[config.mk]
export PLATFORM = sky130hd
export DESIGN_NAME = btmx_ram
export DESIGN_NICKNAME = d
export VERILOG_FILES = /design/src/sv/assert_macros.svh /design/src/sv/btmx_ram.sv
export SDC_FILE = /design/constraint.sdc
export NUM_CORES = 1
export LEC_CHECK = 0
export ABC_AREA = 1
export BUFFER_PORTS_ARGS = -buffer_cell sky130_fd_sc_hd__buf_2
export CAP_MARGIN = 15
export CORE_MARGIN = 10
export CORE_UTILIZATION = 50
export DETAILED_ROUTE_END_ITERATION = 10
export GPL_ROUTABILITY_DRIVEN = 1
export PLACE_DENSITY_LB_ADDON = 0.1
export SYNTH_ARGS = -nofsm -noshare
export SYNTH_HDL_FRONTEND = slang
export SYNTH_SLANG_ARGS = --single-unit
[constraint.sdc]
create_clock -name clk -period 1.75 [get_ports clk]
set_input_delay 0.0875 -clock clk [delete_from_list [all_inputs] [get_ports clk]]
set_output_delay 0.0875 -clock clk [all_outputs]
set_load 0.01 [all_outputs]
[src/sv/assert_macros.svh]
// ----------------------------------------------------------------------------
// assert_macros.svh
// shared concurrent assertion macros
// ----------------------------------------------------------------------------
`ifndef ASSERT_MACROS_SVH
`define ASSERT_MACROS_SVH

// same-cycle implication, disabled in reset
`define ASSERT_IMPL(label, clk, rst, ante, cons, msg) \
  label: assert property (@(posedge clk) disable iff (rst) (ante) |-> (cons)) \
    else $error(msg);

// next-cycle implication, disabled in reset
`define ASSERT_NEXT(label, clk, rst, ante, cons, msg) \
  label: assert property (@(posedge clk) disable iff (rst) (ante) |=> (cons)) \
    else $error(msg);

`endif

[src/sv/btmx_ram.sv]
// ----------------------------------------------------------------------------
// btmx_ram
// generic single-write, single-read ram with registered read data
// ----------------------------------------------------------------------------
module btmx_ram #(
  parameter int WIDTH = 8,
  parameter int DEPTH = 2
) (
  input  logic                                       clk,
  input  logic                                       we,
  input  logic [((DEPTH > 1) ? $clog2(DEPTH) : 1)-1:0] waddr,
  input  logic [WIDTH-1:0]                           wdata,
  input  logic [((DEPTH > 1) ? $clog2(DEPTH) : 1)-1:0] raddr,
  output logic [WIDTH-1:0]                           rdata
);

  logic [WIDTH-1:0] mem [DEPTH];

  always_ff @(posedge clk) begin
    if (we) begin
      mem[waddr] <= wdata;
    end
    rdata <= mem[raddr];
  end

endmodule

==> flow_metrics.py <==
metrics = {
    "logic_synthesis": {
        "synthArstFlopShare_pct": 0,
        "synth_ff_type": "edfxtp_1",
        "syn-num-nets": 66,
        "synth-seq-area-share_pct": 84.2,
        "syn_inst": 54,
        "synth.top_cells.by_count": "nand2_1 (25), edfxtp_1 (16), dfxtp_1 (8)",
        "synth_edf_count": 16,
        "synth_top_area_share_pct": 63.2,
        "synth_area_um2": 761,
        "yosysTopAreaCell": "edfxtp_1",
        "ys_ff_latch": 24,
        "synthDistinctLibCells": 7,
        "synth_warnings": 0,
        "post-synth-top-count-cell": "nand2_1",
        "yosys-top-cells-area": "edfxtp_1 (63%), dfxtp_1 (21%), nand2_1 (12%)",
        "synth.avg_cell_area_um2": 14.1,
    },
    "die": {
        "ios": 20,
        "fp.coreArea_um2": 1470,
        "chipWidth_um": 59.0,
        "start_util_pct": 51.7,
        "rows": 14,
        "fp.dieH_um": 59.0,
        "die_area_um2": 3480,
    },
    "detailed_routing": {
        "ant_nets": 0,
        "first_pass_iters": 1,
        "drt_iter0_markers": 0,
        "routed_wl_um": 1220,
        "vias_per_cell": 4.47,
        "wl_per_cell_um": 12.2,
        "drc": 0,
        "num_vias": 447,
    },
    "sta": {
        "period_share_pct": 48.9,
        "worstMarginPinSlew_ns": 0.611,
        "relSlewSlack_pct": 59.1,
        "rsz0062_at_grt": "no",
        "finalHoldViolations": 0,
        "setup_viol": 0,
        "fmax_ghz": 1.17,
        "fin_crit_ns": 0.856,
        "finalClockSkew_ns": 0.00285,
        "drv_slew": 0,
        "timing.setup.tns_ns": 0,
    },
    "clock_tree": {
        "cts_tree": "yes",
        "postCtsHoldBufs": 8,
        "cts_setup_buffers": 0,
        "numCtsBuffers": 3,
        "clkLatencyLatePin_ns": 0.31,
        "clk_pin_slew_ns": 0.12,
        "cts.htree.levels": 1,
        "clock_path_buffers": 2,
        "clockRootBuffer": "clkbuf_4",
        "clock-sinks": 24,
        "cts.repair.resized": 0,
    },
    "worst_setup_path": {
        "path_delay_family": "flip-flops",
        "start_kind": "flip-flop",
        "cp.required_ns": 1.66,
        "critPathMaxStageDelay_ns": 0.33,
        "timing.rr.start": "mem[0][7]",
        "path_buf_inv": 1,
        "r2r-end": "rdata[7]",
        "path_cells": "buf_2",
        "path_class": "flip-flop to output port",
        "worstPathArrival_ns": 0.77,
        "reg2reg_depth": 2,
        "cp-end-kind": "output port",
        "crit_start": "rdata[2]",
        "path_depth": 1,
        "crit_end": "rdata[2]",
        "critPathSlowestCell": "dfxtp_1",
        "ff2ff_setup_slack_ns": 1.15,
        "cp_max_fo": 1,
    },
    "global_routing": {
        "grt_overflow_total": 0,
        "use_met2_pct": 12.2,
        "antenna_found_initial": 0,
        "met3_usage_pct": 4.29,
        "grt_max_degree": 14,
        "grt_pass1_wl_um": 2040,
        "gr-usage-met1_pct": 7.85,
        "grt_usage_pct": 7.77,
        "grt-busiest-layer": "met2",
        "grt_pass1_vias": 471,
    },
    "cells_and_area": {
        "area_delta_synth_final_pct": 27.6,
        "drive_above_1_share_pct": 27.4,
        "antenna_cells": 0,
        "nNetsFinal": 97,
        "final_cell_count_no_fill": 100,
    },
    "placed_design": {
        "port_buffers": 19,
        "gp_congestion": 0.686,
        "dp_hpwl_um": 838,
        "dp.cells": 88,
    },
    "power_and_ir_drop": {
        "power_density_nw_per_um2": 1010,
        "p_leak_nw": 0.435,
        "ir_worst_vdd_v": 0.000622,
    },
    "flow_run": {
        "maxCapViolCount": 0,
    },
    "status": {
        "outcome": "completed",
    },
    "worst_hold_path": {
        "hold_class": "input port to flip-flop",
    },
}
-- worst min-delay path by stage --
stage	start	end	slack, ns	depth (start not counted)
6_report	raddr	rdata[3]	0.08	3
5_1_grt	raddr	rdata[5]	0.09	3
4_1_cts	raddr	rdata[0]	0.09	3
3_5_place_dp	wdata[5]	mem[1][5]	0.28	1
3_3_place_gp	wdata[5]	mem[1][5]	0.28	1
2_1_floorplan	wdata[0]	mem[0][0]	0.19	0
-- placed cells by master (no fill, tap or decap) --
| master | n |
|---|---|
| nor2_1 | 1 |
| nand2_1 | 25 |
| clkinv_1 | 1 |
| dfxtp_1 | 8 |
| edfxtp_1 | 16 |
| dlygate4sd3_1 | 8 |
| buf_2 | 19 |
| clkbuf_4 | 3 |
| inv_1 | 2 |
| inv_2 | 1 |
-- stage by stage --
| stage | hold slack, ns | total power [mW] | area, µm² | util [%] | setup WS [ns] |
|---|---|---|---|---|---|
| floorplan | 0.186 | 0.705 | 761 | - | 0.903 |
| global placement | 0.282 | 0.740 | 865 | 58.8 | 0.710 |
| detailed placement | 0.281 | 0.741 | 865 | 58.8 | 0.694 |
| CTS | 0.0851 | 0.980 | 971 | 66.0 | 0.892 |
| global route | 0.0941 | 1.03 | 971 | 66.0 | 0.839 |
| finish | 0.0797 | 0.978 | 971 | 66.0 | 0.894 |
-- registers in the layout (all words and copies together), names as in the netlist --
register and cells:
rdata 8, mem 16
-- per-layer routing --
metal / wire, µm / up-vias / share of wire, %
li1: - / 233 / -
met2: 609 / 17 / 50
met5: 0 / - / 0
met1: 462 / 194 / 38
met3: 117 / 3 / 9.6
met4: 28 / 0 / 2.3
-- cells by family after synthesis --
group	share of synthesized area [%]
buf+inv	2.96
flops	84.2
simple gates	12.8
-- cell type report --
| type | count | area [µm²] |
|---|---|---|
| sequential | 24 | 641 |
| fill | 120 | 500 |
| timing repair buffer | 27 | 175 |
| multi-input combinational | 26 | 97.6 |
| clock buffer | 3 | 22.5 |
| tap | 16 | 20.0 |
| inverter | 3 | 11.3 |
| clock inverter | 1 | 3.75 |
-- power by group --
group / switching, mW / total, mW / internal, mW / leakage, nW
Combinational: 0.0441 / 0.0834 / 0.0393 / 0.202
Clock: 0.154 / 0.238 / 0.0835 / 0.0154
Sequential: 0.00891 / 0.657 / 0.648 / 0.218
No activity file was read; power rests on OpenSTA's default activity.
