### src/sv/assert_macros.svh
// ----------------------------------------------------------------------------
// assert_macros.svh
// shared concurrent assertion macros
// ----------------------------------------------------------------------------
`ifndef ASSERT_MACROS_SVH
`define ASSERT_MACROS_SVH

// same-cycle implication, disabled in reset
`define ASSERT_IMPL(label, clk, rst, ante, cons, msg) \
  label: assert property (@(posedge clk) disable iff (rst) (ante) |-> (cons)) \
    else $error(msg);

// next-cycle implication, disabled in reset
`define ASSERT_NEXT(label, clk, rst, ante, cons, msg) \
  label: assert property (@(posedge clk) disable iff (rst) (ante) |=> (cons)) \
    else $error(msg);

`endif

### src/sv/btmx_pkg.sv
// ----------------------------------------------------------------------------
// btmx_pkg
// shared types and constants of the binary trie max-xor block
// ----------------------------------------------------------------------------
package btmx_pkg;

  localparam int KEY_BITS_DEF = 32;
  localparam int MAX_KEYS_DEF = 1024;

  // fixed field widths of the stream ports
  localparam int CMD_W = 2;
  localparam int KEY_W = 32;
  localparam int XOR_W = 32;

  // command codes
  localparam logic [CMD_W-1:0] CMD_INSERT       = 2'd0;
  localparam logic [CMD_W-1:0] CMD_QUERY        = 2'd1;
  localparam logic [CMD_W-1:0] CMD_QUERY_INSERT = 2'd2;

  typedef enum logic [2:0] {
    ST_IDLE,
    ST_Q_START,
    ST_Q_STEP,
    ST_I_START,
    ST_I_STEP,
    ST_I_CHECK,
    ST_I_FILL,
    ST_DONE
  } state_t;

  // sequencer to datapath
  typedef struct packed {
    logic accept;
    logic walk_start;
    logic set_valid;
    logic q_step;
    logic i_step;
    logic commit;
    logic fill;
    logic set_full;
    logic key_inc;
    logic out_load;
  } ctrl_t;

  // datapath to sequencer
  typedef struct packed {
    logic empty;
    logic lvl_zero;
    logic div;
    logic fits;
  } stat_t;

endpackage

### src/sv/btmx_seq.sv
// ----------------------------------------------------------------------------
// btmx_seq
// command sequencer: query walk, insert walk, allocation and fill
// ----------------------------------------------------------------------------
module btmx_seq (
  input  logic                         clk,
  input  logic                         rst,
  input  logic                         s_tvalid,
  input  logic [btmx_pkg::CMD_W-1:0]   cmd,
  input  btmx_pkg::stat_t              stat,
  input  logic                         out_free,
  output btmx_pkg::ctrl_t              ctrl,
  output btmx_pkg::state_t             state
);

  btmx_pkg::state_t            state_next;
  logic [btmx_pkg::CMD_W-1:0]  cmd_r;
  logic                        then_insert;

  assign then_insert = (cmd_r == btmx_pkg::CMD_QUERY_INSERT);

  always_ff @(posedge clk) begin
    if (rst) begin
      state <= btmx_pkg::ST_IDLE;
    end else begin
      state <= state_next;
    end
  end

  always_ff @(posedge clk) begin
    if (state == btmx_pkg::ST_IDLE && s_tvalid) begin
      cmd_r <= cmd;
    end
  end

  always_comb begin
    state_next = state;
    unique case (state)
      btmx_pkg::ST_IDLE: begin
        if (s_tvalid) begin
          if (cmd == btmx_pkg::CMD_INSERT) begin
            state_next = btmx_pkg::ST_I_START;
          end else if (cmd == btmx_pkg::CMD_QUERY || cmd == btmx_pkg::CMD_QUERY_INSERT) begin
            state_next = btmx_pkg::ST_Q_START;
          end else begin
            state_next = btmx_pkg::ST_DONE;
          end
        end
      end
      btmx_pkg::ST_Q_START: begin
        if (!stat.empty) begin
          state_next = btmx_pkg::ST_Q_STEP;
        end else if (then_insert) begin
          state_next = btmx_pkg::ST_I_START;
        end else begin
          state_next = btmx_pkg::ST_DONE;
        end
      end
      btmx_pkg::ST_Q_STEP: begin
        if (stat.lvl_zero) begin
          state_next = then_insert ? btmx_pkg::ST_I_START : btmx_pkg::ST_DONE;
        end
      end
      btmx_pkg::ST_I_START: begin
        state_next = btmx_pkg::ST_I_STEP;
      end
      btmx_pkg::ST_I_STEP: begin
        if (stat.div) begin
          state_next = btmx_pkg::ST_I_CHECK;
        end else if (stat.lvl_zero) begin
          state_next = btmx_pkg::ST_DONE;
        end
      end
      btmx_pkg::ST_I_CHECK: begin
        state_next = stat.fits ? btmx_pkg::ST_I_FILL : btmx_pkg::ST_DONE;
      end
      btmx_pkg::ST_I_FILL: begin
        if (stat.lvl_zero) begin
          state_next = btmx_pkg::ST_DONE;
        end
      end
      btmx_pkg::ST_DONE: begin
        if (out_free) begin
          state_next = btmx_pkg::ST_IDLE;
        end
      end
      default: begin
        state_next = btmx_pkg::ST_IDLE;
      end
    endcase
  end

  always_comb begin
    ctrl = '0;
    unique case (state)
      btmx_pkg::ST_IDLE: begin
        ctrl.accept = s_tvalid;
      end
      btmx_pkg::ST_Q_START: begin
        ctrl.walk_start = !stat.empty;
        ctrl.set_valid  = !stat.empty;
      end
      btmx_pkg::ST_Q_STEP: begin
        ctrl.q_step = 1'b1;
      end
      btmx_pkg::ST_I_START: begin
        ctrl.walk_start = 1'b1;
      end
      btmx_pkg::ST_I_STEP: begin
        ctrl.i_step  = 1'b1;
        // duplicate key: walk reached a leaf without a missing link
        ctrl.key_inc = !stat.div && stat.lvl_zero;
      end
      btmx_pkg::ST_I_CHECK: begin
        ctrl.commit   = stat.fits;
        ctrl.set_full = !stat.fits;
      end
      btmx_pkg::ST_I_FILL: begin
        ctrl.fill    = 1'b1;
        ctrl.key_inc = stat.lvl_zero;
      end
      btmx_pkg::ST_DONE: begin
        ctrl.out_load = out_free;
      end
      default: begin
        ctrl = '0;
      end
    endcase
  end

endmodule

### config.mk
export PLATFORM = sky130hd
export DESIGN_NAME = btmx_seq
export DESIGN_NICKNAME = d
export VERILOG_FILES = /design/src/sv/assert_macros.svh /design/src/sv/btmx_pkg.sv /design/src/sv/btmx_seq.sv
export SDC_FILE = /design/constraint.sdc
export NUM_CORES = 1
export LEC_CHECK = 0
export CAP_MARGIN = 10
export CORE_AREA = 2 2 39 41
export CTS_CLUSTER_DIAMETER = 200
export DETAILED_ROUTE_END_ITERATION = 16
export DIE_AREA = 0 0 41 43
export DONT_BUFFER_PORTS = 1
export PLACE_DENSITY = 0.51
export SLEW_MARGIN = 0
export SYNTH_ARGS = -nofsm -noshare
export SYNTH_HDL_FRONTEND = slang
export SYNTH_SLANG_ARGS = --single-unit
### constraint.sdc
create_clock -name clk -period 1 [get_ports clk]
set_input_delay 0.3 -clock clk [delete_from_list [all_inputs] [get_ports clk]]
set_output_delay 0.3 -clock clk [all_outputs]
set_load 0.05 [all_outputs]
==> results of run 1 <==
## power by group
group	leakage, µW	internal [µW]	switching, µW	total [µW]
clock network	0.0000150	151	84.5	235
registers	0.0000453	331	127	458
logic	0.000370	1620	1610	3240
## area by class of cell
cell class                      count  area (µm²)  share of cell area [%]
Sequential cell                     5         131                    12.1
Multi-Input combinational cell     38         403                    37.1
Timing Repair Buffer               36         479                    44.1
Tap cell                           16        20.0                    1.84
Clock buffer                        4        26.3                    2.42
Inverter                            4        26.3                    2.42
## cells by family (layout without fill, tap and decap cells)
logic type	Yosys count	after routing
AND/OR/NAND/NOR	23	23
adder cells (fa/ha/maj)	1	1
multiplexers	2	2
AO/OA/AOI/OAI	12	12
flip-flops	5	5
buffers and inverters	7	44
## per-stage QoR
stage | instances | worst slack [ps] | util [%] | TNS [ps]
2_1_floorplan | 50 | -727 | - | -7010
5_1_grt | 103 | -633 | 78.5 | -8180
4_1_cts | 102 | -578 | 76.9 | -7140
3_3_place_gp | 87 | -302 | 62.7 | -3480
3_5_place_dp | 87 | -336 | 62.7 | -3940
6_report | 103 | -578 | 78.5 | -7400
## routing by layer
metal	GRT usage [%]	vias to the layer above	part of all wire, %
met5	0	-	0
met4	16.0	0	3.9
met3	2.62	6	3.9
met2	36.9	18	55
met1	26.1	257	37
li1	-	258	-
## flip-flops by register name, indices dropped and copies added (netlist names)
| signal | count |
|---|---|
| state | 3 |
| cmd_r | 2 |
## critical path: stages (launching register included)
cell,delay (ps)
dfxtp_4,360
clkinvlp_4,160
buf_4,150
nand2_4,60
nor3_4,150
buf_12,160
## placed cells by master, fill, tap and decap left out
master	n
clkbuf_4	3
o21ai_1	1
dfxtp_4	3
inv_1	2
a21oi_2	1
nor2_4	2
a21oi_1	2
buf_2	1
clkbuf_1	1
buf_6	7
nand2b_1	2
and3_4	1
nor2b_1	2
o22ai_1	2
clkinvlp_4	1
inv_8	1
a211oi_2	1
mux2i_1	2
o31a_1	1
edfxtp_1	2
and2b_1	1
nand2_8	1
nor3b_4	2
a2111oi_4	1
nand2_1	4
or2_4	1
nor3_4	5
buf_8	3
nand2_4	1
buf_12	13
o21bai_2	1
nor4_1	1
ha_1	1
o221a_1	1
a41oi_2	1
buf_4	12
## what timing repair did
item | CTS | global route
resized for setup | 19 | 5
buffers inserted | 12 | 2
pin swaps | 5 | 5
endpoints found under the setup margin | 18 | 18
## worst max-delay path by stage
| stage | start | end | slack [ps] | cells after the start |
|---|---|---|---|---|
| after global routing | state[2] | ctrl[1] | -630 | 3 |
| final | state[2] | ctrl[7] | -580 | 5 |
| after floorplan | state[1] | ctrl[1] | -730 | 3 |
| after global placement | state[2] | ctrl[1] | -300 | 3 |
| after CTS | state[2] | ctrl[1] | -580 | 3 |
| after detailed placement | state[2] | ctrl[1] | -340 | 3 |
==> impl_summary.md, run 1 <==
Outcome
The flow ran to the end, but the final reports show violations. The final reports fail on setup timing.

Logic synthesis
After synthesis, the share of flip-flops with an asynchronous set or reset is 0%. In this run the cell area of the synthesized design comes to 415 µm². By count the netlist is led by nand2_1 (5), nor3_1 (5), a21oi_1 (3), dfxtp_1 (3), inv_1 (3). After synthesis, the cell types taking the most area are dfxtp_1 (14%), edfxtp_1 (14%), nor3_1 (6.0%). After Yosys synthesis, XOR and XNOR cells account for 0% of the synthesized area.

During synthesis, Yosys emitted a total of 0 warnings. Counting flops with a built-in enable in the synthesized netlist gives 2. Sequential cells were found to cover 28.9% of the synthesized design area. Synthesis handed over a netlist of 50 instances. The synthesized-area fraction occupied by adder cells is 3.01%.

The post-synthesis cell type with the largest combined area is dfxtp_1. After synthesis, the largest family of logic cells by area is simple AND/OR/NAND/NOR gates. The synthesized net count is 61. Of the post-synthesis cell area, the dominant cell type holds 14.5%. The most used flip-flop cell after synthesis is dfxtp_1.

The count of unique library cells instantiated by Yosys is 29. The synthesized netlist devotes 21.7% of its cell area to compound gates. The average footprint of a synthesized cell is 8.31 µm². Multiplexer cells account for 4.82% of the synthesized area. In this run, synthesis produced a sequential element count of 5. The basic-gate share of the synthesized area counting and, or, nand and nor cells is 31.0%.

STA
The final worst setup slack is -578 ps. The post-route minimum period is 1580 ps. The worst-case clock skew is 1.61 ps. The upper clock frequency limit is 634 MHz.

The count of final max-slew check failures came to 0. Setup violations remaining at the end of the flow were counted as 18. The total count of hold-check failures in the final report is 0. The worst pin sits at a relative slew slack of 78.8%. The worst path uses 158% of the clock period. Hold timing on the final database bottoms out at a slack of 117 ps. The transition time at the pin with the least slew margin is 318 ps. Setup repair after global routing could not meet its margin everywhere.

GRT
The total global routing track utilization is 22.9%. The initial antenna violation count is 0. The global-route wire length before repair is 2620 µm. The via count of the first global-routing pass is 593. Entering global routing, the biggest net connects 7 pins. Global routing finished with a remaining overflow of 0.

Cells and area
The antenna diode count is 0. The finished cells cover 1090 µm². In the final layout, the share of cells above drive strength 1 is 71.3%. Fill cells in the final layout number 79.

The growth of design area from synthesis to finish is 161%. The number of nets in the layout is 99.

CTS
In this run the number of H-tree levels came out at 1. TritonCTS created 3 clock buffers. After clock tree synthesis, the flow added hold-fix buffers numbering 0. Clock latency on the worst-skew pair, taken at its later pin, is 240 ps.

Clock-pin slew was measured on the worst setup and hold paths at 40 ps. The maximum count of clock buffers along a single path is 2. CTS placed an instance of clkbuf_4 at the clock tree root. For this design, the sink count on the clock tree is 5. TritonCTS built the clock tree.

Power and ir drop
Total power for the finished layout comes to 3930 µW. Across the VDD grid, the largest voltage drop is 1.97 mV. Dividing total power by cell area gives a power density of 3620 nW/µm². The leakage dissipation is 0.000430 µW.

Critical path
Counting cells, the worst reg-to-reg path comes to 7. The capturing point of the worst reg2reg path is state[2]. The startpoint type of the worst setup path is a flip-flop. In this run the worst path has a maximum fanout of 5. The worst endpoint required time is 700 ps. The arrival time reported for the critical path endpoint is 1280 ps. The startpoint of the lowest-slack register-to-register path is state[1]. The worst reg-to-reg setup slack is -450 ps.

The worst setup path is of the flip-flop to primary output kind. The worst setup path is captured at a primary output.

Routing
For this run, design rule violations remaining after detail routing come to 0. Detailed routing inserted a total of 539 vias. The first-pass detailed-route iteration total is 3. The ratio of routed vias to standard cells is 5.23.

The routed length per placed instance is 16.0 µm. The routed design has 1650 µm of wire. Once detail routing completed, the nets flagged for antenna violations numbered 0. The violation count after the first detailed-routing iteration is 3.

Placement
In this run the tool buffered the top-level ports with 0 buffer cells. The half-perimeter wire length of the detailed placement result is 1070 µm. After detailed placement, the total cell area comes to 868 µm².

The final weighted congestion in routability-driven placement is 0.944.

Floorplan
During I/O placement, the number of pins put on the boundary was 23. The y dimension of the die is 43 µm. Once the floorplan was initialized, standard cells occupied 30.0% of the core. In this run the standard cell core region covers 1380 µm².

The die covers 1760 µm². The die outline width is 41 µm. The initialized floorplan defines 14 standard-cell rows.

Hold path
The worst hold path terminates at state[1]. In this run the most critical hold path is launched from rst. Along the worst hold path, the cell count comes to 1. The tightest min-delay check is of the primary input to flip-flop type.

Run
The number of maximum-capacitance constraint violations is 0.
Note: power is estimated with default switching activity, not from simulation.
==> inputs of run 2 (changes only) <==
--- a/config.mk
+++ b/config.mk
@@ -11,7 +11,7 @@
 export DETAILED_ROUTE_END_ITERATION = 16
 export DIE_AREA = 0 0 41 43
 export DONT_BUFFER_PORTS = 1
-export PLACE_DENSITY = 0.51
+export SETUP_SLACK_MARGIN = 0.15
 export SLEW_MARGIN = 0
 export SYNTH_ARGS = -nofsm -noshare
 export SYNTH_HDL_FRONTEND = slang
==> impl_summary.md, run 2 (same netlist as run 1, synthesis figures left out) <==
STA
The upper clock frequency limit is 643 MHz. The transition time at the pin with the least slew margin is 307 ps. Across all setup checks in the final design, the least slack found is -555 ps. Setup violations remaining at the end of the flow were counted as 18. The total count of hold-check failures in the final report is 0. Setup repair after global routing could not meet its margin everywhere. The worst-case clock skew is 5.50 ps. Headroom to the max-slew limit came out at 79.3%. The worst path uses 155% of the clock period. The count of final max-slew check failures is 0.

Counting I/O delays and the setup requirement, the final critical path takes 1550 ps.

GRT
The total global routing track utilization is 21.2%. The first global-routing pass estimated 2440 µm of wire. For this run, global-route usage on met3 was measured as 7.33%.

The initial antenna violation count was 0. The total overflow reported by the global router is 0. The via count of the first global-routing pass was 572. The met1 track demand over resource is 24.3%. The global routing's busiest layer is met2.

The met2 capacity usage during global routing is 33.4%. Entering global routing, the biggest net connects 11 pins.

Placement
The final weighted congestion in routability-driven placement is 0.887. After legalization and detailed placement, the total HPWL measured 983 µm. Prior to clock tree synthesis, the placed netlist has a worst setup slack of -312 ps. Buffers placed on the I/O ports in this run total 0.

Cells and area
Counting flops per register, the top entry is state. The growth of design area from synthesis to finish is 166%. Leaving out fill and tap cells, the most frequent cells in the layout are buf_4 (13), buf_12 (11), buf_6 (10), nor3_4 (5), buf_8 (5).

0 antenna diodes ended up in the layout. In the final layout, the registers with the most flip-flops are state (3), cmd_r (2). In the final design database the tool counted 102 nets.

Of the cells placed in the final design, the portion with a size suffix greater than 1 is 71.1%. Leaving out fill and tap cells, the most frequent cell in the layout is buf_4. The number of flip-flops under the largest register name is 3.

Routing
The count of unresolved DRC violations after routing is 0. After the first detailed-routing iteration, the DRC count stood at 12. In this run the remaining antenna-violating nets after routing total 0.

The first-pass detailed-route iteration total is 4. The routed design has 1440 µm of wire. The routed layout has 533 vias. The ratio of routed vias to standard cells is 5.03. The routed length per placed instance is 13.6 µm.

Hold path
The path class of the lowest-slack min-delay path is primary input to flip-flop.

Outcome
The final reports fail on setup timing. The run finished, with violations left.

Floorplan
The effective utilization at floorplan is 30.0%. The number of placement rows is 14. For this design the top-level I/O count stands at 23.

The floorplan step defined a die boundary enclosing 1760 µm². In this run the standard cell core region covers 1380 µm². The y dimension of the die is 43 µm. The floorplan step set the die width to 41 µm.

Power and ir drop
Summed over all cells, the static leakage comes to 0.000438 µW. The power per cell area is 3580 nW/µm². After layout, the design draws a total of 3950 µW. The worst IR drop on VDD is 1.74 mV.

CTS
The TritonCTS clock tree is done. The level count of the clock H-tree is 1. In this run, CTS created clock tree buffers numbering 3. Clock-pin slew was measured on the worst setup and hold paths at 50 ps. The total of hold buffers inserted after clock tree synthesis is 0. The later pin in the worst-skew pair is clocked with a latency of 240 ps.

The root buffer cell chosen for the clock tree is clkbuf_4. The count of clock tree sinks is 5. The maximum count of clock buffers along a single path is 2.

Critical path
STA classifies the critical path endpoint as a primary output. By startpoint and endpoint, the worst setup path is classified as flip-flop to primary output. The startpoint type of the worst setup path is a flip-flop. The arrival time reported for the critical path endpoint is 1250 ps. Data on the critical path is required at its endpoint by 700 ps. The peak fanout along the critical path is 5.

Run
Across the run, the number of max-cap violations was 0.
run 2: area by class of cell:
type                            count  area [µm²]
Sequential cell                     5         131
Inverter                            4        26.3
Multi-Input combinational cell     38         395
Clock buffer                        4        26.3
Fill cell                          83         279
Tap cell                           16        20.0
Timing Repair Buffer               39         505
run 2: critical path, stage by stage (launching register included):
cell       delay, ps
dfxtp_4          400
inv_8             40
a2111oi_4        380
buf_12           180
run 2: where the power goes:
part           internal, µW  switching, µW  leakage [µW]
combinational          1670           1580      0.000378
sequential              331            139     0.0000453
clock                   151           83.6     0.0000150
total                  2150           1800      0.000438
run 2: repair_timing:
item / 4_1_cts / 5_1_grt
pin swaps: 6 / 4
setup buffers: 9 / 4
endpoints found under the setup margin: 18 / 18
gates resized for setup: 19 / 7
run 2: stage by stage:
step,utilization [%],cells,hold slack (ps),area [µm²],TNS [ps]
final,79.8,106,108,1100,-7330
after global routing,79.8,106,92.0,1100,-8370
after CTS,75.1,102,106,1040,-7090
after detailed placement,62.9,89,360,871,-3750
after global placement,62.9,89,359,871,-3530
after floorplan,-,50,355,586,-7010
run 2: path summary, 6_finish.rpt:
kind             from       end  slack (ps)  depth (start not counted)
max          state[1]   ctrl[1]        -550                          3
min               rst  state[1]         110                          1
max reg2reg  state[2]  state[2]        -350                          6
min reg2reg  cmd_r[1]  state[2]         760                          3
run 2: layer usage:
metal	vias to the layer above	share of wire (%)
met5	-	0
li1	262	-
met4	0	1.9
met2	25	52
met3	4	7.5
met1	242	39
==> inputs of run 3 (changes only) <==
--- a/config.mk
+++ b/config.mk
@@ -11,7 +11,9 @@
 export DETAILED_ROUTE_END_ITERATION = 16
 export DIE_AREA = 0 0 41 43
 export DONT_BUFFER_PORTS = 1
+export PLACE_DENSITY = 0.48
 export SETUP_SLACK_MARGIN = 0.15
+export SKIP_LAST_GASP = 1
 export SLEW_MARGIN = 0
 export SYNTH_ARGS = -nofsm -noshare
 export SYNTH_HDL_FRONTEND = slang
==> impl_summary.md, run 3 (same netlist as run 1, synthesis figures left out) <==
Outcome
The final reports fail on setup timing. The flow ran to the end, but the final reports show violations.

STA
For the final routed database, the setup TNS stands at -7430 ps. The share of the clock period used by the worst path after layout is 159%. The count of final max-slew check failures was 0. The clock arrives with 0.176 ps of skew. The transition time at the pin with the least slew margin is 315 ps. The final setup violation count is 18. Subtracting the final worst setup slack from the clock period gives 1590 ps. The total count of hold-check failures in the final report is 0. Setup repair after global routing could not meet its margin everywhere. Static timing analysis puts the maximum clock frequency at 627 MHz.

The final worst setup slack is -595 ps. Headroom to the max-slew limit came out at 78.8%.

Power and ir drop
In this run the power spent charging and discharging nets is 1770 µW. Sequential cells burn 14.6% of the power. The design internal power is 2000 µW. The analysis attributes to cell leakage a power of 0.000409 µW. The worst IR drop on VDD is 1.87 mV. Net switching is 47.0% of the power. The part of the total power dissipated in combinational logic is 78.7%. In this run, the clock network consumes 6.8% of the power.

The power per cell area is 3590 nW/µm².

CTS
The total of hold buffers inserted after clock tree synthesis is 0. The clock latency at the later pin of the worst-skew pair is 260 ps. The maximum count of clock buffers along a single path is 2. TritonCTS built the clock tree.

The number of buffers created by CTS is 3. The buffer type at the clock tree root is clkbuf_4. The clock input transition at the sequential cells of the worst setup and hold paths is 50 ps. The level count of the clock H-tree is 1.

Clock tree synthesis found a total of 5 sinks.

Critical path
The worst setup path is launched from a flip-flop. For the worst setup path, the data arrival time is 1290 ps. The worst endpoint required time is 700 ps. The setup check on the worst reg-to-reg path leaves a slack of -380 ps. The type of the worst setup path is flip-flop to primary output. The critical path endpoint category is a primary output.

The peak fanout along the critical path is 5.

Routing
The ratio of routed vias to standard cells is 5.15. The overall routed net length is 1390 µm. Detailed routing inserted a total of 515 vias.

The routed length per placed instance is 13.9 µm. The violation count after the first detailed-routing iteration is 13. The first detailed-routing pass ran for 5 iterations.

In the routed design, unresolved DRC markers number 0. Once detail routing completed, the nets flagged for antenna violations numbered 0.

Placement
The worst setup slack after placement is -321 ps. The cell count after placement is 87. The congestion estimate from routability-driven global placement came to 0.927. The count of buffers from port buffering is 0. Detailed placement finished with a half-perimeter wire length of 948 µm.

GRT
The initial antenna violation count was 0. Entering global routing, the biggest net connects 9 pins. The total overflow left after global routing is 0. The total global routing track utilization is 18.8%.

The via count of the first global-routing pass is 535. The global-route wire length before repair is 2230 µm.

Cells and area
The antenna diode count is 0. Counting flops per register, the top entry is state. The largest registers in the layout are state (3), cmd_r (2). Cells with a size suffix above 1 make up 67.9% of the layout. The net count of the finished layout is 96. The number of flip-flops under the largest register name is 3. Relative to the synthesized area, the layout overhead comes to 153%. In the layout the commonest cells are buf_12 (12), buf_4 (12), nor3_4 (5), buf_8 (5). The non-filler instance count after layout is 100.

Run
Across the run, the number of max-cap violations was 0.

Floorplan
Row generation in the floorplan step produced 14 rows. From bottom edge to top edge, the die measures 43 µm. In this run the horizontal extent of the chip is 41 µm. The top-level port count is 23. The effective utilization at floorplan is 30.0%. After floorplanning, the core was sized to cover 1380 µm². The area of the die is 1760 µm².

Hold path
The path class of the tightest hold or removal check is primary input to flip-flop.
[run 3: worst paths after layout]
path / to / startpoint / cells after the start
worst min-delay path: state[1] / rst / 1
worst max-delay path: ctrl[7] / state[2] / 5
worst min register to register: state[0] / state[2] / 3
worst max register to register: state[2] / state[0] / 6
[run 3: cell type report]
cell class | count | area (µm²)
inverter | 4 | 26.3
clock buffer | 4 | 26.3
fill | 91 | 333
timing repair buffer | 33 | 450
sequential | 5 | 131
multi-input combinational | 38 | 397
tap | 16 | 20.0
[run 3: through the flow]
step / utilization [%] / total power [µW] / hold slack [ps] / instance area [µm²]
2_1_floorplan: - / 2130 / 355 / 586
3_3_place_gp: 62.7 / 2850 / 359 / 868
3_5_place_dp: 62.7 / 2880 / 359 / 868
4_1_cts: 74.6 / 3680 / 91.9 / 1030
5_1_grt: 75.9 / 3960 / 81.4 / 1050
6_report: 75.9 / 3780 / 93.4 / 1050
[run 3: routing by layer]
| metal | share of wire (%) | track usage, % | up-vias |
|---|---|---|---|
| li1 | - | - | 252 |
| met1 | 40 | 23.4 | 241 |
| met2 | 53 | 27.5 | 19 |
| met3 | 5.2 | 3.14 | 3 |
| met4 | 2.1 | 14.0 | 0 |
| met5 | 0 | 0 | - |
[run 3: timing repair]
item                                    in CTS  in global routing
cloned                                       0                  0
buffers inserted                             9                  0
pin swaps                                    8                  5
endpoints found under the setup margin      18                 18
resized for setup                           15                  4
[run 3: worst max-delay path, stage by stage (launching register included)]
cell and delay (ps):
dfxtp_4 360, clkinvlp_4 160, buf_4 150, nand2_4 60, nor3_4 150, buf_12 160
[run 3: power groups by stage]
stage	Sequential, µW	Combinational (µW)	Clock (µW)
2_1_floorplan	627	1500	0
4_1_cts	539	2880	253
3_5_place_dp	562	2320	0
5_1_grt	563	3130	274
6_report	550	2970	256
3_3_place_gp	557	2300	0
